## src/sv/mpsp_pkg.sv

```systemverilog
// shared types and constants for the minimum-penalty stop planner
// no dependencies; used by every module of the block
package mpsp_pkg;

    localparam int STOP_W        = 16;
    localparam int PEN_W         = 22;
    localparam int MAX_STOPS_DEF = 32;
    localparam int QUEUE_DEPTH   = 2;

    localparam logic [PEN_W-1:0]  PENALTY_MAX  = 22'h3FFFFF;
    localparam logic [STOP_W-1:0] TARGET_RESET = 16'd200;

    // one request on the input channel
    typedef struct packed {
        logic [STOP_W-1:0] position_km;
        logic              last_item;
    } item_t;

    // one result on the result channel
    typedef struct packed {
        logic [STOP_W-1:0] stop_km;
        logic [PEN_W-1:0]  min_penalty;
        logic              is_final;
        logic              overflow;
    } result_t;

    // classified item handed from front to back
    typedef struct packed {
        logic [STOP_W-1:0] pos;
        logic              last;
        logic              store;
        logic              ovf;
    } job_t;

endpackage

```

## src/sv/mpsp_front.sv

```systemverilog
// front end: accepts stop requests and classifies them as stored or dropped
// depends on mpsp_pkg
module mpsp_front #(
    parameter int MAX_STOPS = mpsp_pkg::MAX_STOPS_DEF
) (
    input  logic                clk,
    input  logic                rst_n,
    input  logic                item_valid,
    output logic                item_ready,
    input  mpsp_pkg::item_t     item,
    output logic                push_valid,
    input  logic                push_ready,
    output mpsp_pkg::job_t      push_data
);

    localparam int CNT_W = $clog2(MAX_STOPS + 1);

    logic [CNT_W-1:0] count_reg, count_next;
    logic             ovf_reg, ovf_next;
    logic             store;
    logic             accept;

    // classify against the run's fill count
    assign store      = count_reg < CNT_W'(MAX_STOPS);
    assign item_ready = push_ready;
    assign push_valid = item_valid;
    assign accept     = item_valid && push_ready;

    always_comb
    begin
        push_data.pos   = item.position_km;
        push_data.last  = item.last_item;
        push_data.store = store;
        push_data.ovf   = ovf_reg | ~store;
    end

    // run bookkeeping, cleared by the last request of a run
    always_comb
    begin
        count_next = count_reg;
        ovf_next   = ovf_reg;
        if (accept)
        begin
            if (item.last_item)
            begin
                count_next = '0;
                ovf_next   = 1'b0;
            end
            else
            begin
                count_next = count_reg + CNT_W'(store);
                ovf_next   = ovf_reg | ~store;
            end
        end
    end

    always_ff @(posedge clk or negedge rst_n)
    begin
        if (!rst_n)
        begin
            count_reg <= '0;
            ovf_reg   <= 1'b0;
        end
        else
        begin
            count_reg <= count_next;
            ovf_reg   <= ovf_next;
        end
    end

endmodule

```

## src/sv/mpsp_queue.sv

```systemverilog
// short fifo of classified requests between front and back
// depends on mpsp_pkg
module mpsp_queue #(
    parameter int DEPTH = mpsp_pkg::QUEUE_DEPTH
) (
    input  logic           clk,
    input  logic           rst_n,
    input  logic           push_valid,
    output logic           push_ready,
    input  mpsp_pkg::job_t push_data,
    output logic           pop_valid,
    input  logic           pop_ready,
    output mpsp_pkg::job_t pop_data
);

    localparam int PTR_W = (DEPTH > 1) ? $clog2(DEPTH) : 1;
    localparam int CNT_W = $clog2(DEPTH + 1);

    mpsp_pkg::job_t   slot_reg [DEPTH];
    logic [PTR_W-1:0] wr_ptr_reg, wr_ptr_next;
    logic [PTR_W-1:0] rd_ptr_reg, rd_ptr_next;
    logic [CNT_W-1:0] fill_reg, fill_next;
    logic             do_push, do_pop;

    assign push_ready = fill_reg != CNT_W'(DEPTH);
    assign pop_valid  = fill_reg != '0;
    assign pop_data   = slot_reg[rd_ptr_reg];
    assign do_push    = push_valid && push_ready;
    assign do_pop     = pop_valid && pop_ready;

    // pointer and fill update
    always_comb
    begin
        wr_ptr_next = wr_ptr_reg;
        rd_ptr_next = rd_ptr_reg;
        fill_next   = fill_reg;
        if (do_push)
        begin
            wr_ptr_next = (wr_ptr_reg == PTR_W'(DEPTH - 1)) ? '0 : wr_ptr_reg + PTR_W'(1);
        end
        if (do_pop)
        begin
            rd_ptr_next = (rd_ptr_reg == PTR_W'(DEPTH - 1)) ? '0 : rd_ptr_reg + PTR_W'(1);
        end
        case ({do_push, do_pop})
            2'b10:   fill_next = fill_reg + CNT_W'(1);
            2'b01:   fill_next = fill_reg - CNT_W'(1);
            default: fill_next = fill_reg;
        endcase
    end

    always_ff @(posedge clk or negedge rst_n)
    begin
        if (!rst_n)
        begin
            wr_ptr_reg <= '0;
            rd_ptr_reg <= '0;
            fill_reg   <= '0;
        end
        else
        begin
            wr_ptr_reg <= wr_ptr_next;
            rd_ptr_reg <= rd_ptr_next;
            fill_reg   <= fill_next;
        end
    end

    // payload slots
    always_ff @(posedge clk)
    begin
        if (do_push)
        begin
            slot_reg[wr_ptr_reg] <= push_data;
        end
    end

endmodule

```

## src/sv/mpsp_back.sv

```systemverilog
// back end: cost scan over stored stops, predecessor traceback and result register
// depends on mpsp_pkg
module mpsp_back #(
    parameter int MAX_STOPS = mpsp_pkg::MAX_STOPS_DEF
) (
    input  logic                        clk,
    input  logic                        rst_n,
    input  logic [mpsp_pkg::STOP_W-1:0] target_length,
    input  logic                        pop_valid,
    output logic                        pop_ready,
    input  mpsp_pkg::job_t              pop_data,
    output logic                        result_valid,
    input  logic                        result_ready,
    output mpsp_pkg::result_t           result
);

    localparam int CNT_W = $clog2(MAX_STOPS + 1);
    localparam int IDX_W = $clog2(MAX_STOPS);
    localparam int SW    = mpsp_pkg::STOP_W;
    localparam int PW    = mpsp_pkg::PEN_W;
    localparam int LEG_W = SW + 3;
    localparam int MAG_W = SW + 2;

    typedef enum logic [2:0] {
        ST_IDLE,
        ST_SCAN,
        ST_TB_PRED,
        ST_TB_CHECK,
        ST_TB_POS,
        ST_TB_EMIT,
        ST_TB_FINAL
    } state_t;

    state_t            state_reg, state_next;
    logic [CNT_W-1:0]  n_reg, n_next;
    logic [CNT_W-1:0]  i_reg, i_next;
    logic [CNT_W-1:0]  j_reg, j_next;
    logic [IDX_W-1:0]  cur_reg, cur_next;
    logic [IDX_W-1:0]  tail_reg, tail_next;
    logic              last_reg, last_next;
    logic              ovf_reg, ovf_next;
    logic [SW-1:0]     cur_pos_reg, cur_pos_next;
    logic [PW-1:0]     best_reg, best_next;
    logic [IDX_W-1:0]  pick_reg, pick_next;
    logic              out_valid_reg, out_valid_next;
    mpsp_pkg::result_t out_data_reg, out_data_next;
    logic              v1_reg, v1_next;
    logic              v2_reg, v3_reg;

    // storage
    logic [SW-1:0]     pos_mem  [MAX_STOPS];
    logic [PW-1:0]     cost_mem [MAX_STOPS];
    logic [IDX_W-1:0]  pred_mem [MAX_STOPS];
    logic [SW-1:0]     pos_rd_reg;
    logic [PW-1:0]     cost_rd_reg;
    logic [IDX_W-1:0]  pred_rd_reg;

    // scan pipeline data
    logic [IDX_W-1:0]        j1_reg, j2_reg, j3_reg;
    logic signed [LEG_W-1:0] e2_reg;
    logic [PW-1:0]           cost2_reg;
    logic [PW-1:0]           sum3_reg;

    logic signed [LEG_W-1:0] e_calc;
    logic [MAG_W-1:0]        mag;
    logic [PW:0]             sum_wide;
    logic [PW-1:0]           sum_sat;
    logic                    take;
    logic [PW-1:0]           best_new;
    logic [IDX_W-1:0]        pick_new;
    logic [CNT_W-1:0]        n_dec;
    logic                    out_free;
    logic                    issue;
    logic                    pos_we, cost_we, pred_we;
    logic [IDX_W-1:0]        waddr;
    logic [SW-1:0]           pos_wdata;
    logic [PW-1:0]           cost_wdata;
    logic [IDX_W-1:0]        pred_wdata;
    logic [IDX_W-1:0]        pos_raddr, cost_raddr;

    assign pop_ready    = state_reg == ST_IDLE;
    assign result_valid = out_valid_reg;
    assign result       = out_data_reg;
    assign out_free     = !out_valid_reg || result_ready;
    assign n_dec        = n_reg - CNT_W'(1);
    assign issue        = (state_reg == ST_SCAN) && (j_reg < i_reg);

    // leg penalty: target minus signed distance, then magnitude and saturating sum
    assign e_calc   = $signed({3'b000, target_length}) + $signed({3'b000, pos_rd_reg})
                    - $signed({3'b000, cur_pos_reg});
    assign mag      = e2_reg[LEG_W-1] ? MAG_W'(-e2_reg) : e2_reg[MAG_W-1:0];
    assign sum_wide = {1'b0, cost2_reg} + {{(PW + 1 - MAG_W){1'b0}}, mag};
    assign sum_sat  = (sum_wide > {1'b0, mpsp_pkg::PENALTY_MAX}) ? mpsp_pkg::PENALTY_MAX
                                                                 : sum_wide[PW-1:0];

    // running minimum, earliest index wins on a tie
    assign take     = (j3_reg == '0) || (sum3_reg < best_reg);
    assign best_new = take ? sum3_reg : best_reg;
    assign pick_new = take ? j3_reg : pick_reg;

    // memory read addresses
    assign pos_raddr  = (state_reg == ST_SCAN) ? j_reg[IDX_W-1:0] : cur_reg;
    assign cost_raddr = (state_reg == ST_SCAN) ? j_reg[IDX_W-1:0] : tail_reg;
    assign waddr      = (state_reg == ST_SCAN) ? i_reg[IDX_W-1:0] : n_reg[IDX_W-1:0];

    // sequencer
    always_comb
    begin
        state_next     = state_reg;
        n_next         = n_reg;
        i_next         = i_reg;
        j_next         = j_reg;
        cur_next       = cur_reg;
        tail_next      = tail_reg;
        last_next      = last_reg;
        ovf_next       = ovf_reg;
        cur_pos_next   = cur_pos_reg;
        best_next      = best_reg;
        pick_next      = pick_reg;
        out_valid_next = out_valid_reg && !result_ready;
        out_data_next  = out_data_reg;
        v1_next        = issue;
        pos_we         = 1'b0;
        cost_we        = 1'b0;
        pred_we        = 1'b0;
        pos_wdata      = pop_data.pos;
        cost_wdata     = '0;
        pred_wdata     = '0;

        if (issue)
        begin
            j_next = j_reg + CNT_W'(1);
        end

        case (state_reg)
            ST_IDLE:
            begin
                if (pop_valid)
                begin
                    last_next = pop_data.last;
                    ovf_next  = pop_data.ovf;
                    if (pop_data.store)
                    begin
                        pos_we       = 1'b1;
                        cur_pos_next = pop_data.pos;
                        i_next       = n_reg;
                        n_next       = n_reg + CNT_W'(1);
                        if (n_reg == '0)
                        begin
                            // start of a run: zero cost, its own predecessor
                            cost_we = 1'b1;
                            pred_we = 1'b1;
                            if (pop_data.last)
                            begin
                                cur_next   = n_reg[IDX_W-1:0];
                                tail_next  = n_reg[IDX_W-1:0];
                                state_next = ST_TB_PRED;
                            end
                        end
                        else
                        begin
                            j_next     = '0;
                            state_next = ST_SCAN;
                        end
                    end
                    else if (pop_data.last)
                    begin
                        cur_next   = n_dec[IDX_W-1:0];
                        tail_next  = n_dec[IDX_W-1:0];
                        state_next = ST_TB_PRED;
                    end
                end
            end

            ST_SCAN:
            begin
                if (v3_reg)
                begin
                    best_next = best_new;
                    pick_next = pick_new;
                    if (CNT_W'(j3_reg) == i_reg - CNT_W'(1))
                    begin
                        cost_we    = 1'b1;
                        pred_we    = 1'b1;
                        cost_wdata = best_new;
                        pred_wdata = pick_new;
                        if (last_reg)
                        begin
                            cur_next   = i_reg[IDX_W-1:0];
                            tail_next  = i_reg[IDX_W-1:0];
                            state_next = ST_TB_PRED;
                        end
                        else
                        begin
                            state_next = ST_IDLE;
                        end
                    end
                end
            end

            ST_TB_PRED:
            begin
                state_next = ST_TB_CHECK;
            end

            ST_TB_CHECK:
            begin
                if (pred_rd_reg == cur_reg)
                begin
                    state_next = ST_TB_FINAL;
                end
                else
                begin
                    cur_next   = pred_rd_reg;
                    state_next = ST_TB_POS;
                end
            end

            ST_TB_POS:
            begin
                state_next = ST_TB_EMIT;
            end

            ST_TB_EMIT:
            begin
                if (out_free)
                begin
                    out_valid_next            = 1'b1;
                    out_data_next.stop_km     = pos_rd_reg;
                    out_data_next.min_penalty = '0;
                    out_data_next.is_final    = 1'b0;
                    out_data_next.overflow    = ovf_reg;
                    state_next                = ST_TB_PRED;
                end
            end

            ST_TB_FINAL:
            begin
                if (out_free)
                begin
                    out_valid_next            = 1'b1;
                    out_data_next.stop_km     = '0;
                    out_data_next.min_penalty = cost_rd_reg;
                    out_data_next.is_final    = 1'b1;
                    out_data_next.overflow    = ovf_reg;
                    n_next                    = '0;
                    state_next                = ST_IDLE;
                end
            end

            default:
            begin
                state_next = ST_IDLE;
            end
        endcase
    end

    always_ff @(posedge clk or negedge rst_n)
    begin
        if (!rst_n)
        begin
            state_reg     <= ST_IDLE;
            n_reg         <= '0;
            i_reg         <= '0;
            j_reg         <= '0;
            cur_reg       <= '0;
            tail_reg      <= '0;
            last_reg      <= 1'b0;
            ovf_reg       <= 1'b0;
            cur_pos_reg   <= '0;
            best_reg      <= '0;
            pick_reg      <= '0;
            out_valid_reg <= 1'b0;
            out_data_reg  <= '0;
            v1_reg        <= 1'b0;
            v2_reg        <= 1'b0;
            v3_reg        <= 1'b0;
        end
        else
        begin
            state_reg     <= state_next;
            n_reg         <= n_next;
            i_reg         <= i_next;
            j_reg         <= j_next;
            cur_reg       <= cur_next;
            tail_reg      <= tail_next;
            last_reg      <= last_next;
            ovf_reg       <= ovf_next;
            cur_pos_reg   <= cur_pos_next;
            best_reg      <= best_next;
            pick_reg      <= pick_next;
            out_valid_reg <= out_valid_next;
            out_data_reg  <= out_data_next;
            v1_reg        <= v1_next;
            v2_reg        <= v1_reg;
            v3_reg        <= v2_reg;
        end
    end

    // memories with registered reads
    always_ff @(posedge clk)
    begin
        if (pos_we)
        begin
            pos_mem[waddr] <= pos_wdata;
        end
        if (cost_we)
        begin
            cost_mem[waddr] <= cost_wdata;
        end
        if (pred_we)
        begin
            pred_mem[waddr] <= pred_wdata;
        end
        pos_rd_reg  <= pos_mem[pos_raddr];
        cost_rd_reg <= cost_mem[cost_raddr];
        pred_rd_reg <= pred_mem[cur_reg];
    end

    // scan pipeline: read, leg error, saturating sum
    always_ff @(posedge clk)
    begin
        j1_reg    <= j_reg[IDX_W-1:0];
        j2_reg    <= j1_reg;
        e2_reg    <= e_calc;
        cost2_reg <= cost_rd_reg;
        j3_reg    <= j2_reg;
        sum3_reg  <= sum_sat;
    end

    // stored count stays within capacity
    a_count_bound: assert property (@(posedge clk) disable iff (!rst_n)
        n_reg <= CNT_W'(MAX_STOPS))
        else $error("stop count beyond capacity");

    // predecessors of every stop but the first point to an earlier stop
    a_pred_back: assert property (@(posedge clk) disable iff (!rst_n)
        (state_reg == ST_TB_CHECK) && (cur_reg != '0) |-> pred_rd_reg < cur_reg)
        else $error("predecessor does not point backward");

    // scan results only arrive while scanning
    a_scan_pipe: assert property (@(posedge clk) disable iff (!rst_n)
        v3_reg |-> state_reg == ST_SCAN)
        else $error("scan pipeline active outside scan");

    // the penalty result closes the run
    a_run_close: assert property (@(posedge clk) disable iff (!rst_n)
        (state_reg == ST_TB_FINAL) && out_free |=> (n_reg == '0) && out_data_reg.is_final)
        else $error("run not closed after penalty result");

endmodule

```

## src/sv/min_penalty_stop_planner.sv

```systemverilog
// a stored stop after the first, with i earlier stops, holds the back end while it scans
// all i earlier stops, one read per cycle over the stop memories; the first stop of a run
// is stored without a scan
// traceback after the last request: a result per traced stop, then the penalty result
// requests are queued while the back end scans or traces back
// reset: all control cleared, target_length back to 200; stop memories are not cleared
module min_penalty_stop_planner #(
    parameter int MAX_STOPS = mpsp_pkg::MAX_STOPS_DEF
) (
    input  logic                        clk,
    input  logic                        rst_n,
    input  logic                        cfg_wr_en,
    input  logic [mpsp_pkg::STOP_W-1:0] cfg_wr_data,
    input  logic                        item_valid,
    output logic                        item_ready,
    input  mpsp_pkg::item_t             item,
    output logic                        result_valid,
    input  logic                        result_ready,
    output mpsp_pkg::result_t           result
);

    logic [mpsp_pkg::STOP_W-1:0] target_reg, target_next;
    logic                        push_valid, push_ready;
    mpsp_pkg::job_t              push_data;
    logic                        pop_valid, pop_ready;
    mpsp_pkg::job_t              pop_data;

    // target length register
    assign target_next = cfg_wr_en ? cfg_wr_data : target_reg;

    always_ff @(posedge clk or negedge rst_n)
    begin
        if (!rst_n)
        begin
            target_reg <= mpsp_pkg::TARGET_RESET;
        end
        else
        begin
            target_reg <= target_next;
        end
    end

    // request classification
    mpsp_front #(
        .MAX_STOPS (MAX_STOPS)
    ) u_front (
        .clk        (clk),
        .rst_n      (rst_n),
        .item_valid (item_valid),
        .item_ready (item_ready),
        .item       (item),
        .push_valid (push_valid),
        .push_ready (push_ready),
        .push_data  (push_data)
    );

    // decoupling queue
    mpsp_queue #(
        .DEPTH (mpsp_pkg::QUEUE_DEPTH)
    ) u_queue (
        .clk        (clk),
        .rst_n      (rst_n),
        .push_valid (push_valid),
        .push_ready (push_ready),
        .push_data  (push_data),
        .pop_valid  (pop_valid),
        .pop_ready  (pop_ready),
        .pop_data   (pop_data)
    );

    // cost scan and traceback
    mpsp_back #(
        .MAX_STOPS (MAX_STOPS)
    ) u_back (
        .clk           (clk),
        .rst_n         (rst_n),
        .target_length (target_reg),
        .pop_valid     (pop_valid),
        .pop_ready     (pop_ready),
        .pop_data      (pop_data),
        .result_valid  (result_valid),
        .result_ready  (result_ready),
        .result        (result)
    );

endmodule
```

## config.mk

```make
export PLATFORM = sky130hd
export DESIGN_NAME = min_penalty_stop_planner
export DESIGN_NICKNAME = d
export VERILOG_FILES = /design/src/sv/mpsp_pkg.sv /design/src/sv/mpsp_front.sv /design/src/sv/mpsp_queue.sv /design/src/sv/mpsp_back.sv /design/src/sv/min_penalty_stop_planner.sv
export SDC_FILE = /design/constraint.sdc
export NUM_CORES = 2
export LEC_CHECK = 0
export BUFFER_PORTS_ARGS = -buffer_cell sky130_fd_sc_hd__clkbuf_2
export CORE_MARGIN = 5
export CORE_UTILIZATION = 55
export CTS_BUF_LIST = sky130_fd_sc_hd__clkbuf_2
export CTS_CLUSTER_DIAMETER = 60
export DETAILED_ROUTE_END_ITERATION = 10
export HOLD_SLACK_MARGIN = 0.06
export PLACE_DENSITY_LB_ADDON = 0.3
export SYNTH_ARGS = -nofsm -noshare
export SYNTH_HDL_FRONTEND = slang
export SYNTH_SLANG_ARGS = --single-unit
```

## constraint.sdc

```tcl
create_clock -name clk -period 8.5 [get_ports clk]
set_input_delay 1.275 -clock clk [delete_from_list [all_inputs] [get_ports clk]]
set_output_delay 1.275 -clock clk [all_outputs]
set_load 0.02 [all_outputs]
```

* Yosys cells after proc, flatten, opt, wreduce, memory -nomap -nowiden *
Memories as Yosys holds them, arrays and structs flattened. A register that Yosys moved wholly into a read port is not among the register bits.
Cells that the tools add are included.

word-level totals
  word-level logic and storage cells = 170
  RAM bits = 1414
  output and inout port bits = 42
  memories kept = 4
  flip-flop bits (word level) = 225
  bits of input ports = 38

memories
  name              words  bits a word  read ports  clocked after Yosys merged registers in  write ports  line              text
  u_back.cost_mem   32     22           1           1                                        1            mpsp_back.sv:52   logic [PW-1:0] cost_mem [MAX_STOPS];
  u_back.pos_mem    32     16           1           1                                        1            mpsp_back.sv:51   logic [SW-1:0] pos_mem [MAX_STOPS];
  u_back.pred_mem   32     5            1           1                                        1            mpsp_back.sv:53   logic [IDX_W-1:0] pred_mem [MAX_STOPS];
  u_queue.slot_reg  2      19           1           0                                        1            mpsp_queue.sv:19  mpsp_pkg::job_t slot_reg [DEPTH];

operators by class
  bitwise operators = 2
  $add $sub $neg = 13
  muxes and demuxes = 68
  equality and inequality tests = 22
  magnitude comparators = 4
  reductions and logical operators = 26

operator list
  kind                                                   number
  two-way mux 22 bit                                     4
  two-way mux 40 bit                                     2
  two-way mux 5 bit                                      16
  one-hot mux 40 bit (2 select lines)                    1
  two-way mux 6 bit                                      9
  two-way mux 3 bit                                      8
  adder 22 x 18 -> 23 bit                                1
  > comparator 23 x 22 -> 1 bit, second input constant   1
  less-than comparator 22 bit                            1
  one-hot mux 3 bit (7 select lines)                     1
  two-way mux 1 bit                                      19
  subtractor 19 x 17 -> 19 bit                           1
  two-way mux 18 bit                                     1
  negator 18 bit                                         1
  adder 16 x 16 -> 17 bit                                1
  one-hot mux 5 bit (3 select lines)                     1
  adder 6 x 1 -> 6 bit, second input constant            2
  one-hot mux 6 bit (2 select lines)                     1
  inequality test 2 x 1 -> 1 bit, second input constant  5
  one-hot mux 5 bit (2 select lines)                     1
  nonzero test 2 bit                                     5
  == test 3 bit, second input constant                   3
  inequality test 3 bit, second input constant           3
  AND reduction 9 bit                                    1
  other kinds (33)                                       46

* Logic depth before layout (Yosys ltp) *
  depth after elaboration = 7
  gate-level depth with buffers = 16
  mapped depth without buffers = 16

* Hierarchy *
A second synthesis with hierarchy kept.

unflattened totals
  cell total of the unflattened synthesis = 3710
  area, all modules = 66244.8 um^2

modules (own cells, without submodules)
  module                    instances  area an instance (um^2)  cells an instance
  mpsp_back                 1          63458.4                  3540
  mpsp_queue                1          1560.2                   76
  min_penalty_stop_planner  1          653.1                    34
  mpsp_front                1          573.0                    60

* Worst setup path before layout *
No wires, ideal clock.

  path type = reg2reg
  start = register u_back.e2_reg[3]
  end = register u_back.sum3_reg[10]
  period minus slack after synthesis = 4129 ps
  stages on the path, launching flop included = 16
  arrival time = 3999 ps
  setup slack = 4371 ps
  buffers on the path = 1
  cells stage by stage = dfxtp_1 or4_1 or4_1 or3_1 or2_2 o41ai_2 xnor2_1 ha_1 nand2_1 o21ai_0 a21o_1 a41o_1 a31o_2 nand4_1 clkbuf_1 nand2_1

on the way
  longest elaborated chain between the ends = 4

RTL lines
  what                           line              text
  start: declaration             mpsp_back.sv:60   logic signed [LEG_W-1:0] e2_reg;
  start signal: assignment       mpsp_back.sv:325  e2_reg <= e_calc;
  negator 18 bit                 mpsp_back.sv:91   assign mag = e2_reg[LEG_W-1] ? MAG_W'(-e2_reg) : e2_reg[MAG_W-1:0];
  two-way mux 18 bit *           mpsp_back.sv:91
  adder 22 x 18 -> 23 bit *      mpsp_back.sv:92   assign sum_wide = {1'b0, cost2_reg} + {{(PW + 1 - MAG_W){1'b0}}, mag};
  > comparator 23 x 22 -> 1 bit  mpsp_back.sv:93   assign sum_sat = (sum_wide > {1'b0, mpsp_pkg::PENALTY_MAX}) ? mpsp_pkg::PENALTY_MAX
  end signal: assignment         mpsp_back.sv:328  sum3_reg <= sum_sat;
  end: declaration               mpsp_back.sv:62   logic [PW-1:0] sum3_reg;

Every way passes the cells marked *; elsewhere a longest branch is shown, timed or not.
A chain may end at the register's enable or synchronous reset.

* Final worst setup path *
  start = register u_back.state_reg[0]
  end = register u_back.pos_rd_reg[0], read port of u_back.pos_mem

on the way
  longest elaborated chain between the ends = 2

RTL lines
  what                      line              text
  start: declaration        mpsp_back.sv:34   state_t state_reg, state_next;
  start signal: assignment  mpsp_back.sv:281  state_reg <= state_next;
  == test 3 x 1 -> 1 bit    mpsp_back.sv:102  assign pos_raddr = (state_reg == ST_SCAN) ? j_reg[IDX_W-1:0] : cur_reg;
  two-way mux 5 bit         mpsp_back.sv:102
  end: declaration          mpsp_back.sv:54   logic [SW-1:0] pos_rd_reg;

Every way passes these cells.

==> impl_metrics.csv <==
group,metric,value,unit
global_routing,grt_max_degree,129,
yosys,syn_avg_cell_area,19.0,sq um
die,die_h,355,um
power_and_ir_drop,p_int,15.8,mW
yosys,syn_area,65400,sq um
route,post_drt_wl_per_cell,26.8,um
power_and_ir_drop,power_switching_share,37.3,%
power_and_ir_drop,leakagePower,27.6,nW
die,start_util,55.4,%
sta,fin_tns_setup,0,ps
final_layout,top_register,"u_back.cost_mem",
route,highest_layer,"met4",
worst_setup_path,worstPathMaxFanout,27,
route,routed_via_density,6.10,
status,status,"finished, violations left",
yosys,async_reset_ff_share,8.74,%
global_routing,grt_use_total,24.8,%
clocking,ctsResizeCount,0,
global_routing,antenna_found_initial,10,
yosys,ys_ff_latch,1682,
final_layout,final_common_cell,"edfxtp_1",
global_routing,grt_pass1_wl,230,mm
power_and_ir_drop,vdd_drop_max,368,uV
placed_design,hpwl,90.8,mm
yosys,ys_seq_area_share,74.2,%
power_and_ir_drop,comb_power_share,37.6,%
status,violations,"capacitance limit, slew limit",
final_layout,n_fill_cell,8452,
final_layout,nets,4061,
clocking,cts_tree,"done",
final_layout,final_cell_mix,"edfxtp_1 (1414), clkbuf_2 (703), mux4_2 (354), nand2_1 (173), o22ai_1 (155)",
sta,finalSetupViolCount,0,
route,wl_met1,62.7,mm
sta,max_freq,0.181,GHz
sta,rsz0062_at_grt,"no",
clocking,cts_buffer_depth,4,
sta,maxSlewHeadroom,-6.01,%
yosys,syn_nets,3573,
power_and_ir_drop,seq_power_share,42.2,%
power_and_ir_drop,netSwitchingPower,9.41,mW
yosys,synth_edf_count,1414,
yosys,synth_cell_types,68,
clocking,clk_latency,1760,ps
die,num_rows,126,
sta,holdWs,323,ps
worst_setup_path,critPathKind,"reg2reg",
clocking,clkTransAtPathRegs,120,ps
placed_design,dpl_worst_slack,3130,ps
sta,hold_violations,0,
final_layout,drive_above_1_share,30.6,%
clocking,numCtsBuffers,410,
final_layout,largest_register_ffs,704,
sta,slew_violations,3,
yosys,yosysWarningCount,0,
power_and_ir_drop,p_clk_share,20.2,%
yosys,synth_area_leaders,"edfxtp_1 (65%), mux4_2 (12%), dfrtp_1 (5.5%)",
clocking,cts_sinks,1682,
die,die_width,355,um
route,drtAntennaViolNets,0,
sta,worstMarginPinSlew,1580,ps
global_routing,grt_pass1_vias,36000,
global_routing,grt_overflow,0,
worst_setup_path,cp_data_arrival_time,6990,ps
placed_design,routabilityCongestion,0.852,
yosys,syn_inst,3446,
final_layout,ff_latch_area,48600,sq um
placed_design,io_buffers,79,
worst_setup_path,start_kind,"flip-flop",
route,wl,156,mm
route,wl_met2,75.0,mm
route,drc,0,
route,met3WireLength,15.1,mm
sta,finClkSkew,216,ps
route,firstDrtPassIters,5,
final_layout,reg_top3,"u_back.cost_mem (704), u_back.pos_mem (512), u_back.pred_mem (160)",
yosys,synth_top_area_cell,"edfxtp_1",
sta,fin_crit_sh,65.1,%
hold_path,hold_path_class,"reg2reg",
flow_run,cap_violations,1,
final_layout,multi_input_area,16300,sq um
die,core_area,118000,sq um
yosys,synth_top_area_share,64.9,%
route,via_count,35400,
sta,setup_slack,2960,ps
power_and_ir_drop,p_total,25.2,mW
worst_setup_path,crit_path_end_kind,"flip-flop",
die,ios,80,
clocking,root_buffer,"clkbuf_2",
power_and_ir_drop,p_per_area,349,nW/um^2
die,die_area,126000,sq um
final_layout,area_growth,10.5,%
clocking,htreeDepth,5,
yosys,synth_ff_type,"edfxtp_1",
sta,fin_crit,5540,ps
route,drt_first_iter_violations,4177,
worst_setup_path,required,9960,ps
[metrics by stage]
stage	utilization (%)	std cells	cell area, sq um
after floorplan	-	3446	65400
after global placement	57.7	5004	68200
after detailed placement	57.7	5004	68200
after CTS	61.2	5791	72300
after global routing	61.3	5803	72300
final	61.3	5805	72300
[layout make-up]
type / count / share of cell area (%)
antenna: 14 / 0.0484
clock buffer: 625 / 4.32
clock inverter: 108 / 0.621
inverter: 74 / 0.384
multi-input combinational: 1542 / 22.5
sequential: 1682 / 67.1
tap: 1536 / 2.66
timing repair buffer: 224 / 2.33
[cells in the mapped netlist, drive strengths merged (7+ instances only)]
library cell,instances
edfxtp,1414
mux4,354
nand2,173
o22ai,155
nor2,150
dfrtp,144
dfxtp,121
o21ai,89
ha,86
clkbuf,79
inv,73
mux2,72
buf,69
a21oi,66
xnor2,62
nor4,41
mux2i,30
a22o,29
a21o,28
xor2,23
nand3,19
nor3,18
nand2b,13
a211oi,12
nand4,10
and3,9
o31ai,9
nor2b,8
o21a,8
or3,7
[cells by family (layout without fill, tap and decap cells)]
logic type	after synthesis	count (layout)	share of synthesized area (%)
flops	1682	1682	74.2
simple gates	467	467	3.18
mux	456	456	14.0
compound gates	445	445	4.37
buf+inv	222	1031	1.40
fa+ha+maj	89	89	1.74
xor+xnor	85	85	1.14
other cells	0	14	0
[worst max-delay path, cell delays in order (launching register included)]
cell and delay [ps]:
dfrtp_1 530, nor2b_1 660, nand2_1 880, nor2_1 620, a21oi_1 240, nand2_1 1000
o22ai_1 150, nor4_1 1290
[power groups by stage]
| stage | sequential (mW) | combinational [mW] | clock, mW |
|---|---|---|---|
| after global placement | 10.8 | 9.35 | 0 |
| after floorplan | 10.6 | 6.76 | 0 |
| after detailed placement | 10.8 | 9.43 | 0 |
| final | 10.6 | 9.49 | 5.10 |
| after CTS | 10.6 | 9.50 | 5.20 |
| after global routing | 10.7 | 10.2 | 5.71 |
[layer usage]
metal  global-route usage [%]  up-vias
li1                         -    15200
met1                     35.4    18200
met2                     39.3     1852
met3                     5.95      219
met4                     6.12        0
met5                        0        -
[repair_timing]
action / in CTS / in global routing
hold buffers: 54 / 0
endpoints found under the hold margin: 141 / 0
setup buffers: 0 / 0
[path summary, 6_finish.rpt]
| check | slack (ps) | startpoint | end | cells after the start |
|---|---|---|---|---|
| min in group asynchronous | 760 | rst_n | u_front.count_reg[2] | 3 |
| max in group asynchronous | 6270 | rst_n | u_back.cur_pos_reg[15] | 4 |
| worst max-delay path | 2960 | u_back.state_reg[0] | u_back.pos_rd_reg[0] | 7 |
| worst min register to register | 320 | u_back.j1_reg[4] | u_back.j2_reg[4] | 0 |
| worst max register to register | 2960 | u_back.state_reg[0] | u_back.pos_rd_reg[0] | 7 |
| worst min-delay path | 320 | u_back.j1_reg[4] | u_back.j2_reg[4] | 0 |
Note: power is estimated with default switching activity, not from simulation.
